[src/epwr_pkg.sv]
package epwr_pkg;

  localparam int unsigned CNT_W   = 16;
  localparam int unsigned OVF_W   = 6;
  localparam int unsigned TICKS_W = 22;
  localparam int unsigned SCALE_W = 10;
  localparam int unsigned PROD_W  = 32;
  localparam int unsigned DIST_W  = 23;

  localparam logic [OVF_W-1:0]   OVF_LIMIT   = 6'h3F;
  localparam logic [CNT_W-1:0]   FULL_COUNT  = 16'hFFFF;
  localparam logic [SCALE_W-1:0] SCALE_RESET = 10'd170;

  // Reciprocal of 1000 scaled by 2**38; exact for every 32-bit dividend.
  localparam logic [28:0]        RECIP_1000  = 29'h10624DD3;
  localparam int unsigned        RECIP_SHIFT = 38;
  localparam logic [PROD_W-1:0]  SCALE_DIV   = 32'd1000;

  typedef struct packed {
    logic             kind;
    logic             overflow_event;
    logic             capture_event;
    logic [CNT_W-1:0] capture_value;
  } in_word_t;

  typedef struct packed {
    logic              distance_valid;
    logic [DIST_W-1:0] distance_mm;
    logic              clear_counter;
    logic              capture_falling;
    logic              trigger_pulse;
  } out_word_t;

  // One classified word handed from the front end to the arithmetic back end.
  typedef struct packed {
    logic               dist_valid;
    logic [TICKS_W-1:0] ticks;
    logic               clr;
    logic               falling;
    logic               trig;
  } job_t;

  typedef struct packed {
    logic measure_done;
    logic high_phase;
  } front_status_t;

endpackage

[src/epwr_front.sv]
module epwr_front (
  input  logic                    clk,
  input  logic                    rst_n,
  input  logic                    accept,
  input  epwr_pkg::in_word_t      in_data,
  output epwr_pkg::job_t          job,
  output epwr_pkg::front_status_t status
);
  import epwr_pkg::*;

  logic             measure_done_r, measure_done_nxt;
  logic             high_phase_r, high_phase_nxt;
  logic             falling_r, falling_nxt;
  logic [OVF_W-1:0] ovf_count_r, ovf_count_nxt;
  logic [CNT_W-1:0] cap_count_r, cap_count_nxt;
  logic             clr;
  logic             dist_valid;

  always_comb begin
    measure_done_nxt = measure_done_r;
    high_phase_nxt   = high_phase_r;
    falling_nxt      = falling_r;
    ovf_count_nxt    = ovf_count_r;
    cap_count_nxt    = cap_count_r;
    clr              = 1'b0;
    dist_valid       = 1'b0;
    if (in_data.kind) begin
      if (measure_done_r) begin
        dist_valid       = 1'b1;
        measure_done_nxt = 1'b0;
        high_phase_nxt   = 1'b0;
        ovf_count_nxt    = '0;
        cap_count_nxt    = '0;
      end
    end else if (!measure_done_r) begin
      // The overflow is taken first, so a capture in the same word still wins.
      if (in_data.overflow_event && high_phase_r) begin
        if (ovf_count_r == OVF_LIMIT) begin
          measure_done_nxt = 1'b1;
          cap_count_nxt    = FULL_COUNT;
        end else begin
          ovf_count_nxt = ovf_count_r + 1'b1;
        end
      end
      if (in_data.capture_event) begin
        if (high_phase_r) begin
          measure_done_nxt = 1'b1;
          cap_count_nxt    = in_data.capture_value;
          falling_nxt      = 1'b0;
        end else begin
          measure_done_nxt = 1'b0;
          ovf_count_nxt    = '0;
          cap_count_nxt    = '0;
          high_phase_nxt   = 1'b1;
          clr              = 1'b1;
          falling_nxt      = 1'b1;
        end
      end
    end
  end

  always_comb begin
    job.dist_valid = dist_valid;
    // overflows * 65535 is overflows * 2**16 minus overflows.
    job.ticks      = dist_valid
                     ? ({ovf_count_r, {CNT_W{1'b0}}} - {{CNT_W{1'b0}}, ovf_count_r}
                        + {{OVF_W{1'b0}}, cap_count_r})
                     : '0;
    job.clr        = clr;
    job.falling    = falling_nxt;
    job.trig       = in_data.kind;
  end

  always_ff @(posedge clk) begin
    if (!rst_n) begin
      measure_done_r <= 1'b0;
      high_phase_r   <= 1'b0;
      falling_r      <= 1'b0;
      ovf_count_r    <= '0;
      cap_count_r    <= '0;
    end else if (accept) begin
      measure_done_r <= measure_done_nxt;
      high_phase_r   <= high_phase_nxt;
      falling_r      <= falling_nxt;
      ovf_count_r    <= ovf_count_nxt;
      cap_count_r    <= cap_count_nxt;
    end
  end

  assign status.measure_done = measure_done_r;
  assign status.high_phase   = high_phase_r;

endmodule

[src/epwr_queue.sv]
module epwr_queue #(
  parameter int unsigned DEPTH = 2
) (
  input  logic           clk,
  input  logic           rst_n,
  input  logic           push,
  input  epwr_pkg::job_t push_data,
  input  logic           pop,
  output epwr_pkg::job_t pop_data,
  output logic           full,
  output logic           empty
);
  import epwr_pkg::*;

  localparam int unsigned PW = (DEPTH > 1) ? $clog2(DEPTH) : 1;
  localparam int unsigned CW = $clog2(DEPTH + 1);

  job_t          mem [DEPTH];
  logic [PW-1:0] wr_ptr_r, wr_ptr_nxt;
  logic [PW-1:0] rd_ptr_r, rd_ptr_nxt;
  logic [CW-1:0] count_r, count_nxt;
  logic          do_push, do_pop;

  assign full    = (count_r == CW'(DEPTH));
  assign empty   = (count_r == '0);
  assign do_push = push && !full;
  assign do_pop  = pop && !empty;

  always_comb begin
    wr_ptr_nxt = wr_ptr_r;
    rd_ptr_nxt = rd_ptr_r;
    count_nxt  = count_r;
    if (do_push) begin
      wr_ptr_nxt = (wr_ptr_r == PW'(DEPTH - 1)) ? '0 : wr_ptr_r + 1'b1;
    end
    if (do_pop) begin
      rd_ptr_nxt = (rd_ptr_r == PW'(DEPTH - 1)) ? '0 : rd_ptr_r + 1'b1;
    end
    if (do_push && !do_pop) begin
      count_nxt = count_r + 1'b1;
    end else if (do_pop && !do_push) begin
      count_nxt = count_r - 1'b1;
    end
  end

  always_ff @(posedge clk) begin
    if (do_push) begin
      mem[wr_ptr_r] <= push_data;
    end
  end

  assign pop_data = mem[rd_ptr_r];

  always_ff @(posedge clk) begin
    if (!rst_n) begin
      wr_ptr_r <= '0;
      rd_ptr_r <= '0;
      count_r  <= '0;
    end else begin
      wr_ptr_r <= wr_ptr_nxt;
      rd_ptr_r <= rd_ptr_nxt;
      count_r  <= count_nxt;
    end
  end

endmodule

[src/epwr_back.sv]
module epwr_back (
  input  logic                      clk,
  input  logic                      rst_n,
  input  logic                      cfg_we,
  input  logic [9:0]                cfg_wdata,
  input  logic                      q_empty,
  input  epwr_pkg::job_t            q_data,
  output logic                      q_pop,
  output logic                      out_valid,
  input  logic                      out_ready,
  output epwr_pkg::out_word_t       out_data
);
  import epwr_pkg::*;

  typedef enum logic [3:0] {
    B_IDLE = 4'b0001,
    B_MUL  = 4'b0010,
    B_RCP  = 4'b0100,
    B_FIX  = 4'b1000
  } back_state_t;

  back_state_t        state_r, state_nxt;
  logic [SCALE_W-1:0] scale_r;
  job_t               job_r;
  logic [PROD_W-1:0]  prod_r;
  logic [DIST_W-1:0]  quot_r;
  logic               out_valid_r, out_valid_nxt;
  out_word_t          out_data_r;
  logic [60:0]        recip_prod;
  logic [PROD_W-1:0]  quot_times_div;
  logic [PROD_W-1:0]  remainder;
  logic [DIST_W-1:0]  quot_fixed;
  logic               load_out;

  assign q_pop    = (state_r == B_IDLE) && !q_empty;
  assign load_out = (state_r == B_FIX) && (!out_valid_r || out_ready);

  assign recip_prod     = {29'b0, prod_r} * {32'b0, RECIP_1000};
  // q * 1000 as q * 1024 - q * 16 - q * 8.
  assign quot_times_div = PROD_W'({quot_r, 10'b0})
                          - PROD_W'({quot_r, 4'b0})
                          - PROD_W'({quot_r, 3'b0});
  assign remainder      = prod_r - quot_times_div;
  assign quot_fixed     = (remainder >= SCALE_DIV) ? quot_r + 1'b1 : quot_r;

  always_comb begin
    state_nxt = state_r;
    case (state_r)
      B_IDLE: if (!q_empty) state_nxt = B_MUL;
      B_MUL:  state_nxt = B_RCP;
      B_RCP:  state_nxt = B_FIX;
      B_FIX:  if (load_out) state_nxt = B_IDLE;
      default: state_nxt = B_IDLE;
    endcase
  end

  always_comb begin
    out_valid_nxt = out_valid_r;
    if (load_out) begin
      out_valid_nxt = 1'b1;
    end else if (out_ready) begin
      out_valid_nxt = 1'b0;
    end
  end

  always_ff @(posedge clk) begin
    if (q_pop) begin
      job_r <= q_data;
    end
    if (state_r == B_MUL) begin
      prod_r <= PROD_W'({{(PROD_W-TICKS_W){1'b0}}, job_r.ticks}
                        * {{(PROD_W-SCALE_W){1'b0}}, scale_r});
    end
    if (state_r == B_RCP) begin
      quot_r <= recip_prod[RECIP_SHIFT +: DIST_W];
    end
    if (load_out) begin
      out_data_r.distance_valid  <= job_r.dist_valid;
      out_data_r.distance_mm     <= quot_fixed;
      out_data_r.clear_counter   <= job_r.clr;
      out_data_r.capture_falling <= job_r.falling;
      out_data_r.trigger_pulse   <= job_r.trig;
    end
  end

  always_ff @(posedge clk) begin
    if (!rst_n) begin
      state_r     <= B_IDLE;
      out_valid_r <= 1'b0;
      scale_r     <= SCALE_RESET;
    end else begin
      state_r     <= state_nxt;
      out_valid_r <= out_valid_nxt;
      if (cfg_we) begin
        scale_r <= cfg_wdata;
      end
    end
  end

  assign out_valid = out_valid_r;
  assign out_data  = out_data_r;

endmodule

[src/echo_pulse_width_ranger.sv]
// Echo pulse width ranger: measures an ultrasonic echo with a capture timer.
// The in_ channel takes one word per timer event (overflow and capture flags
// with the captured count) or per distance read request. Every accepted word
// yields exactly one word on the out_ channel, in order: the distance in mm
// when a read finds a finished measurement, the counter clear request, the
// capture polarity and the trigger pulse.
// The front end updates the measurement state in the cycle a word is taken
// and queues it; the back end runs each queued word through a sequencer of
// four steps (queue pop, tick-by-scale multiply, reciprocal multiply for the
// divide by 1000, remainder correction into the output register), and it
// takes a queued word only once the previous one has left the sequencer.
// The front end keeps accepting until the queue of QUEUE_DEPTH words is
// full; in_ready drops when words arrive faster than the back end finishes
// them or when the receiver stalls, since a stalled result holds in the
// output register and the back end waits behind it.
// cfg_we writes the scale (thousandths of a mm per tick);
// write it only while no word is in flight.
// Synchronous reset clears the measurement state, empties the queue and
// restores the scale to 170; the block is ready in the next cycle.
module echo_pulse_width_ranger #(
  parameter int unsigned QUEUE_DEPTH = 2
) (
  input  logic                clk,
  input  logic                rst_n,
  input  logic                in_valid,
  output logic                in_ready,
  input  epwr_pkg::in_word_t  in_data,
  output logic                out_valid,
  input  logic                out_ready,
  output epwr_pkg::out_word_t out_data,
  input  logic                cfg_we,
  input  logic [9:0]          cfg_wdata
);
  import epwr_pkg::*;

  logic          accept;
  job_t          push_job;
  job_t          pop_job;
  logic          q_full, q_empty, q_pop;
  front_status_t front_status;

  assign in_ready = !q_full;
  assign accept   = in_valid && in_ready;

  epwr_front u_front (
    .clk     (clk),
    .rst_n   (rst_n),
    .accept  (accept),
    .in_data (in_data),
    .job     (push_job),
    .status  (front_status)
  );

  epwr_queue #(
    .DEPTH (QUEUE_DEPTH)
  ) u_queue (
    .clk       (clk),
    .rst_n     (rst_n),
    .push      (accept),
    .push_data (push_job),
    .pop       (q_pop),
    .pop_data  (pop_job),
    .full      (q_full),
    .empty     (q_empty)
  );

  epwr_back u_back (
    .clk       (clk),
    .rst_n     (rst_n),
    .cfg_we    (cfg_we),
    .cfg_wdata (cfg_wdata),
    .q_empty   (q_empty),
    .q_data    (pop_job),
    .q_pop     (q_pop),
    .out_valid (out_valid),
    .out_ready (out_ready),
    .out_data  (out_data)
  );

  // A finished measurement can only exist inside a high phase.
  a_done_in_high: assert property (@(posedge clk) disable iff (!rst_n)
    front_status.measure_done |-> front_status.high_phase)
    else $error("measurement done outside the high phase");

  // A distance is reported only on a read, which always triggers.
  a_dist_on_read: assert property (@(posedge clk) disable iff (!rst_n)
    out_valid && out_data.distance_valid |-> out_data.trigger_pulse)
    else $error("distance reported without a read");

  a_dist_zero: assert property (@(posedge clk) disable iff (!rst_n)
    out_valid && !out_data.distance_valid |-> out_data.distance_mm == '0)
    else $error("nonzero distance without distance_valid");

  // Clearing the counter arms the falling-edge capture in the same word.
  a_clr_falling: assert property (@(posedge clk) disable iff (!rst_n)
    out_valid && out_data.clear_counter |-> out_data.capture_falling)
    else $error("counter clear without falling-edge capture");

endmodule

[config.mk]
export PLATFORM = sky130hd
export DESIGN_NAME = echo_pulse_width_ranger
export DESIGN_NICKNAME = d
export VERILOG_FILES = /design/src/epwr_pkg.sv /design/src/epwr_front.sv /design/src/epwr_queue.sv /design/src/epwr_back.sv /design/src/echo_pulse_width_ranger.sv
export SDC_FILE = /design/constraint.sdc
export NUM_CORES = 2
export LEC_CHECK = 0
export BUFFER_PORTS_ARGS = -buffer_cell sky130_fd_sc_hd__buf_2
export CAP_MARGIN = 20
export CORE_MARGIN = 3
export CORE_UTILIZATION = 39
export DETAILED_ROUTE_END_ITERATION = 8
export PLACE_DENSITY_LB_ADDON = 0.3
export SYNTH_ARGS = -nofsm -noshare
export SYNTH_HDL_FRONTEND = slang
export SYNTH_HIERARCHICAL = 1
export SYNTH_SLANG_ARGS = --single-unit
[constraint.sdc]
create_clock -name clk -period 9.4 [get_ports clk]
set_clock_uncertainty 0.1 [all_clocks]
set_input_delay 0.94 -clock clk [delete_from_list [all_inputs] [get_ports clk]]
set_output_delay 0.94 -clock clk [all_outputs]
set_load 0.03 [all_outputs]
; ---- Yosys cells after proc, flatten, opt, wreduce, memory -nomap -nowiden
; Memory sizes are Yosys's and may differ from the RTL's. A register that Yosys moved wholly into a read port is not among the register bits.
; Cells that the tools add are included.
[word_totals]
register_bits = 126
mem_bits_rw = 52
input_bits = 34
output_inout_bits = 29
wordCells = 113
n_memories = 1
[op_classes]
n_addsub = 11
multipliers = 2
magnitude_cmp = 1
n_eq_ne = 10
muxes = 46
n_reduce_logical = 24
[mem_list]
columns = name, words, word_bits, read_ports, rd_ports_with_merged_regs, write_ports, line_no
row1 = u_queue.mem, 2, 26, 1, 1, 1, epwr_queue.sv:18  ; job_t mem [DEPTH];
[ops]
columns = operator, n
row1 = 16-bit 2-to-1 mux, 7
row2 = 32-bit by 29-bit multiplier with 61-bit output (second input constant), 1
row3 = 6-bit 2-to-1 mux, 7
row4 = 32-bit by 10-bit >= comparator with 1-bit output (second input constant), 1
row5 = 22-bit by 10-bit multiplier with 32-bit output, 1
row6 = 32-bit by 26-bit subtractor with 32-bit output, 1
row7 = 32-bit by 27-bit subtractor with 32-bit output, 1
row8 = 32-bit subtractor, 1
row9 = 1-bit 2-to-1 mux, 25
row10 = 23-bit by 1-bit adder with 23-bit output (second input constant), 1
row11 = 23-bit 2-to-1 mux, 1
row12 = 22-bit by 16-bit adder with 22-bit output, 1
row13 = 22-bit 2-to-1 mux, 1
row14 = 22-bit by 6-bit subtractor with 22-bit output, 1
row15 = 4-bit case mux with 4 select lines, 1
row16 = 1-bit logical AND, 8
row17 = 4-bit 2-to-1 mux, 2
row18 = 6-bit by 1-bit adder with 6-bit output (second input constant), 1
row19 = 6-bit equality test (second input constant), 1
row20 = 2-bit nonzero test, 3
row21 = 3-bit nonzero test, 2
row22 = 1-bit zero test, 5
row23 = 5-bit AND reduction, 1
row24 = 4-bit by 1-bit equality test with 1-bit output (second input constant), 1
row25 = other kinds (15), 19

; ---- Depth between registers and ports, before layout
[depth]
depth_word = 8
ltp_mapped = 25
mapped_depth_nobuf = 25

; ---- Cells and area by module
; Netlist, hierarchy kept.
[by_module_without_submodules]
columns = module, n_inst, cells_each, area_per_inst_um2, seq_area_each_um2
row1 = epwr_back, 1, 2829, 28277.1, 3543.4
row2 = epwr_queue, 1, 106, 2108.3, 1661.6
row3 = epwr_front, 1, 235, 1826.8, 500.5
row4 = echo_pulse_width_ranger, 1, 2, 10.0, 0.0

; ---- Worst setup path after synthesis
; OpenSTA, ideal clock, no wires.
[synth_timing]
path_type = register to register
startpoint = register u_back.prod_r[9]
endpoint = register u_back.quot_r[20], data pin
setup_ps = 258
t_arrival_ps = 6642
t_required_ps = 9042
setup_slack_ps = 2400
stages_incl_launch_ff = 24
path_buffers = 0
synth_period_minus_slack_ps = 7000
path_cell_list = edfxtp_1 -> ha_1 -> fa_1 -> fa_1 -> inv_1 -> fa_1 -> inv_1 -> fa_1 -> fa_1 -> fa_1 -> inv_1 -> fa_1 -> inv_1 -> ha_1 -> nand4_1 -> nor4_1 -> o2111ai_1 -> a31oi_1 -> o2111ai_1 -> and3_1 -> o221a_2 -> o31ai_4 -> a21oi_1 -> xnor2_1
[synth_between]
elab_chain_cells = 1
[synth_rtl]
columns = element, line_no
row1 = from (decl), epwr_back.sv:25  ; logic [PROD_W-1:0] prod_r;
row2 = from (signal assigned), epwr_back.sv:71  ; prod_r <= PROD_W'({{(PROD_W-TICKS_W){1'b0}}, job_r.ticks}
row3 = 32-bit by 29-bit multiplier with 61-bit output, epwr_back.sv:38  ; assign recip_prod = {29'b0, prod_r} * {32'b0, RECIP_1000};
row4 = via u_back.recip_prod[58], epwr_back.sv:29  ; logic [60:0] recip_prod;
row5 = to (signal assigned), epwr_back.sv:75  ; quot_r <= recip_prod[RECIP_SHIFT +: DIST_W];
row6 = to (decl), epwr_back.sv:26  ; logic [DIST_W-1:0] quot_r;
; The timed path passes the listed nets, and every way through them passes these cells.
; A chain may end at the register's enable or synchronous reset.

; ---- Final worst setup path
[layout_timing]
startpoint = register u_back.prod_r[20]
endpoint = register u_back.quot_r[20], data pin
; The elaborated chain is that of the path after synthesis.

==> flow_summary.yaml <==
status:
  outcome: "finished, final reports clean"
die:
  coreArea_um2: 81200
  initial_core_util_pct: 39.67
  rows: 104
  die_x_um: 293.4
  die_y_um: 293.4
  die_area_um2: 86070
  io_pins: 63
timing:
  final.setup.worst_slack_ns: 1.616
  rsz0062_at_grt: "no"
  hold_viol: 0
  setup_viol: 0
  setup_tns_ns: 0
  relSlewSlack_pct: 30.16
  slew_violations: 0
  min_period_ns: 7.784
  max_freq_mhz: 128.5
  tightest_slew_ns: 1.046
  period_share_pct: 82.80
cts:
  post_cts_buffers: 0
  path_clk_slew_ns: 0.06
  cts-htree-levels: 1
  clock_path_buffers: 3
  cts-buffers-inserted: 26
  clock-root-buffer: "clkbuf_16"
  ctsResizeCount: 0
  cts.sinks: 205
  cts_tree: "done"
  clk_latency_ns: 0.59
  hold_buffers: 0
setup_path:
  r2r_start: "u_back/prod_r[20]$_DFFE_PN_"
  critPathKind: "flop to flop"
  critPathMaxFanout: 10
  crit_slowest_cell: "edfxtp_1"
  crit_start: "u_back/prod_r[20]$_DFFE_PN_"
  cp-end-kind: "flop"
  path_cells: "ha_1 -> fa_1 -> fa_1 -> inv_1 -> fa_1 -> inv_1 -> fa_1 -> fa_1 -> fa_1 -> inv_1 -> fa_1 -> inv_1 -> ha_1 -> nand3_1 -> nor4_1 -> o2111ai_1 -> a31oi_1 -> o2111ai_1 -> and3_1 -> o221a_2 -> o31ai_4 -> a21oi_1 -> xnor2_1"
  crit_buf_inv: 4
  cp_slowest_stage_delay_ns: 0.70
  cp_data_required_time_ns: 9.63
  crit_family: "adder cells"
  worstSetupStartpointType: "flop"
  arrival_ns: 8.01
  cp_common_cell: "fa_1"
synth:
  syn-num-nets: 4215
  yosys_warnings: 6
  syn-instance-count: 3170
  syn_area_um2: 32210
  syn_area_per_cell_um2: 10.16
drt:
  avgViaCountPerCell: 4.979
  first_pass_iters: 7
  ant_nets: 0
  met1Wirelength_um: 34590
  vias: 21330
  top_layer_used: "met4"
  wl_met2_um: 37310
  wl_per_cell_um: 17.95
  drt_iter0_drc: 1057
  wl_um: 76910
  drc: 0
  dr_wl_met3_um: 2936
placed_design:
  place_congestion: 0.9109
  portBuffers: 62
  postPlaceCellArea_um2: 33680
  hpwl_um: 64690
  pre_cts_slack_ns: 1.617
final_layout:
  num_antenna_cells: 0
  final_util_pct: 42.62
  fill_cells: 7904
  design_area_um2: 34600
  fin_nets: 4251
  drive_gt1_share_pct: 5.550
  area_delta_synth_final_pct: 7.443
global_routing:
  grt_max_degree: 33
  grt_pass1_vias: 22380
  grt-ovfl-total: 0
  grt_pass1_wl_um: 123200
  grt_usage_pct: 18.20
  antenna_found_initial: 0
job:
  drv_cap: 0
min_path:
  min_path_type: "flop to flop"
  min-delay-start: "u_back/job_r[0]$_DFFE_PP_"
-- cell usage in the layout (no fill, tap or decap), drive strengths merged, types with 5 or more instances in the layout --
master and instances:
a22o 17, mux2 30, nor3b 8, and3 22, or4 5, xnor2 73
a21o 37, nand3 39, o21bai 14, a31oi 8, fa 497, o31ai 8
clkbuf 33, a21boi 6, o2111ai 5, clkinv 9, a2111oi 6, edfxtp 160
nand2 198, nand4 25, xor2 19, dfxtp 45, ha 514, o21ai 56
inv 769, o211ai 13, nor4 15, and2 121, nor3 23, nand2b 30
nor4b 7, nor2 94, a211oi 13, mux2i 21, or3 13, o21a 13
buf 80, nor2b 30, a21oi 96
-- worst register-to-register path: stages, from the launching register on --
cell and delay [ns]:
edfxtp_1 0.70, ha_1 0.39, fa_1 0.44, fa_1 0.50, inv_1 0.06, fa_1 0.48
inv_1 0.06, fa_1 0.48, fa_1 0.51, fa_1 0.49, inv_1 0.05, fa_1 0.47
inv_1 0.04, ha_1 0.36, nand3_1 0.13, nor4_1 0.41, o2111ai_1 0.16, a31oi_1 0.29
o2111ai_1 0.19, and3_1 0.27, o221a_2 0.37, o31ai_4 0.33, a21oi_1 0.13, xnor2_1 0.13
-- through the flow --
stage | hold WS (ns) | instances
2_1_floorplan | 0.3003 | 3170
3_3_place_gp | 0.3046 | 4237
3_5_place_dp | 0.3138 | 4238
4_1_cts | 0.3113 | 4285
5_1_grt | 0.3315 | 4285
6_report | 0.3168 | 4285
-- final cells by class --
type / instances / area [µm²] / area share (%)
multi-input combinational: 2125 / 23320 / 67.40
timing repair buffer: 80 / 445.4 / 1.287
clock inverter: 14 / 180.2 / 0.5207
sequential: 205 / 5705 / 16.49
inverter: 768 / 2883 / 8.331
tap: 1060 / 1326 / 3.833
clock buffer: 33 / 739.5 / 2.137
-- per-layer routing --
layer | vias up | global-route usage, %
li1 | 10260 | -
met1 | 10600 | 24.38
met2 | 389 | 31.25
met3 | 91 | 2.283
met4 | 0 | 4.796
met5 | - | 0
-- worst paths after layout --
kind,to,slack [ns],depth (start not counted)
max,u_back/quot_r[20]$_DFFE_PP_,1.62,23
min reg2reg,u_back/out_data[0]$_DFFE_PP_,0.32,0
min,u_back/out_data[0]$_DFFE_PP_,0.32,0
max reg2reg,u_back/quot_r[20]$_DFFE_PP_,1.62,23
-- flip-flops by register name (all words and copies together) (netlist names), named ones only --
signal,count
u_back/job_r,26
u_front/falling_r,1
u_front/cap_count_r,16
u_back/scale_r,10
u_front/measure_done_r,1
u_front/high_phase_r,1
u_back/out_data,27
u_queue/count_r,2
u_back/prod_r,32
u_queue/mem,52
u_front/ovf_count_r,6
u_queue/rd_ptr_r,1
u_queue/wr_ptr_r,1
u_back/quot_r,23
u_back/state_r,4
u_back/out_valid,1
Power is not shown: default switching activity piles up to over one toggle a cycle in this logic, so the estimate is an artifact.
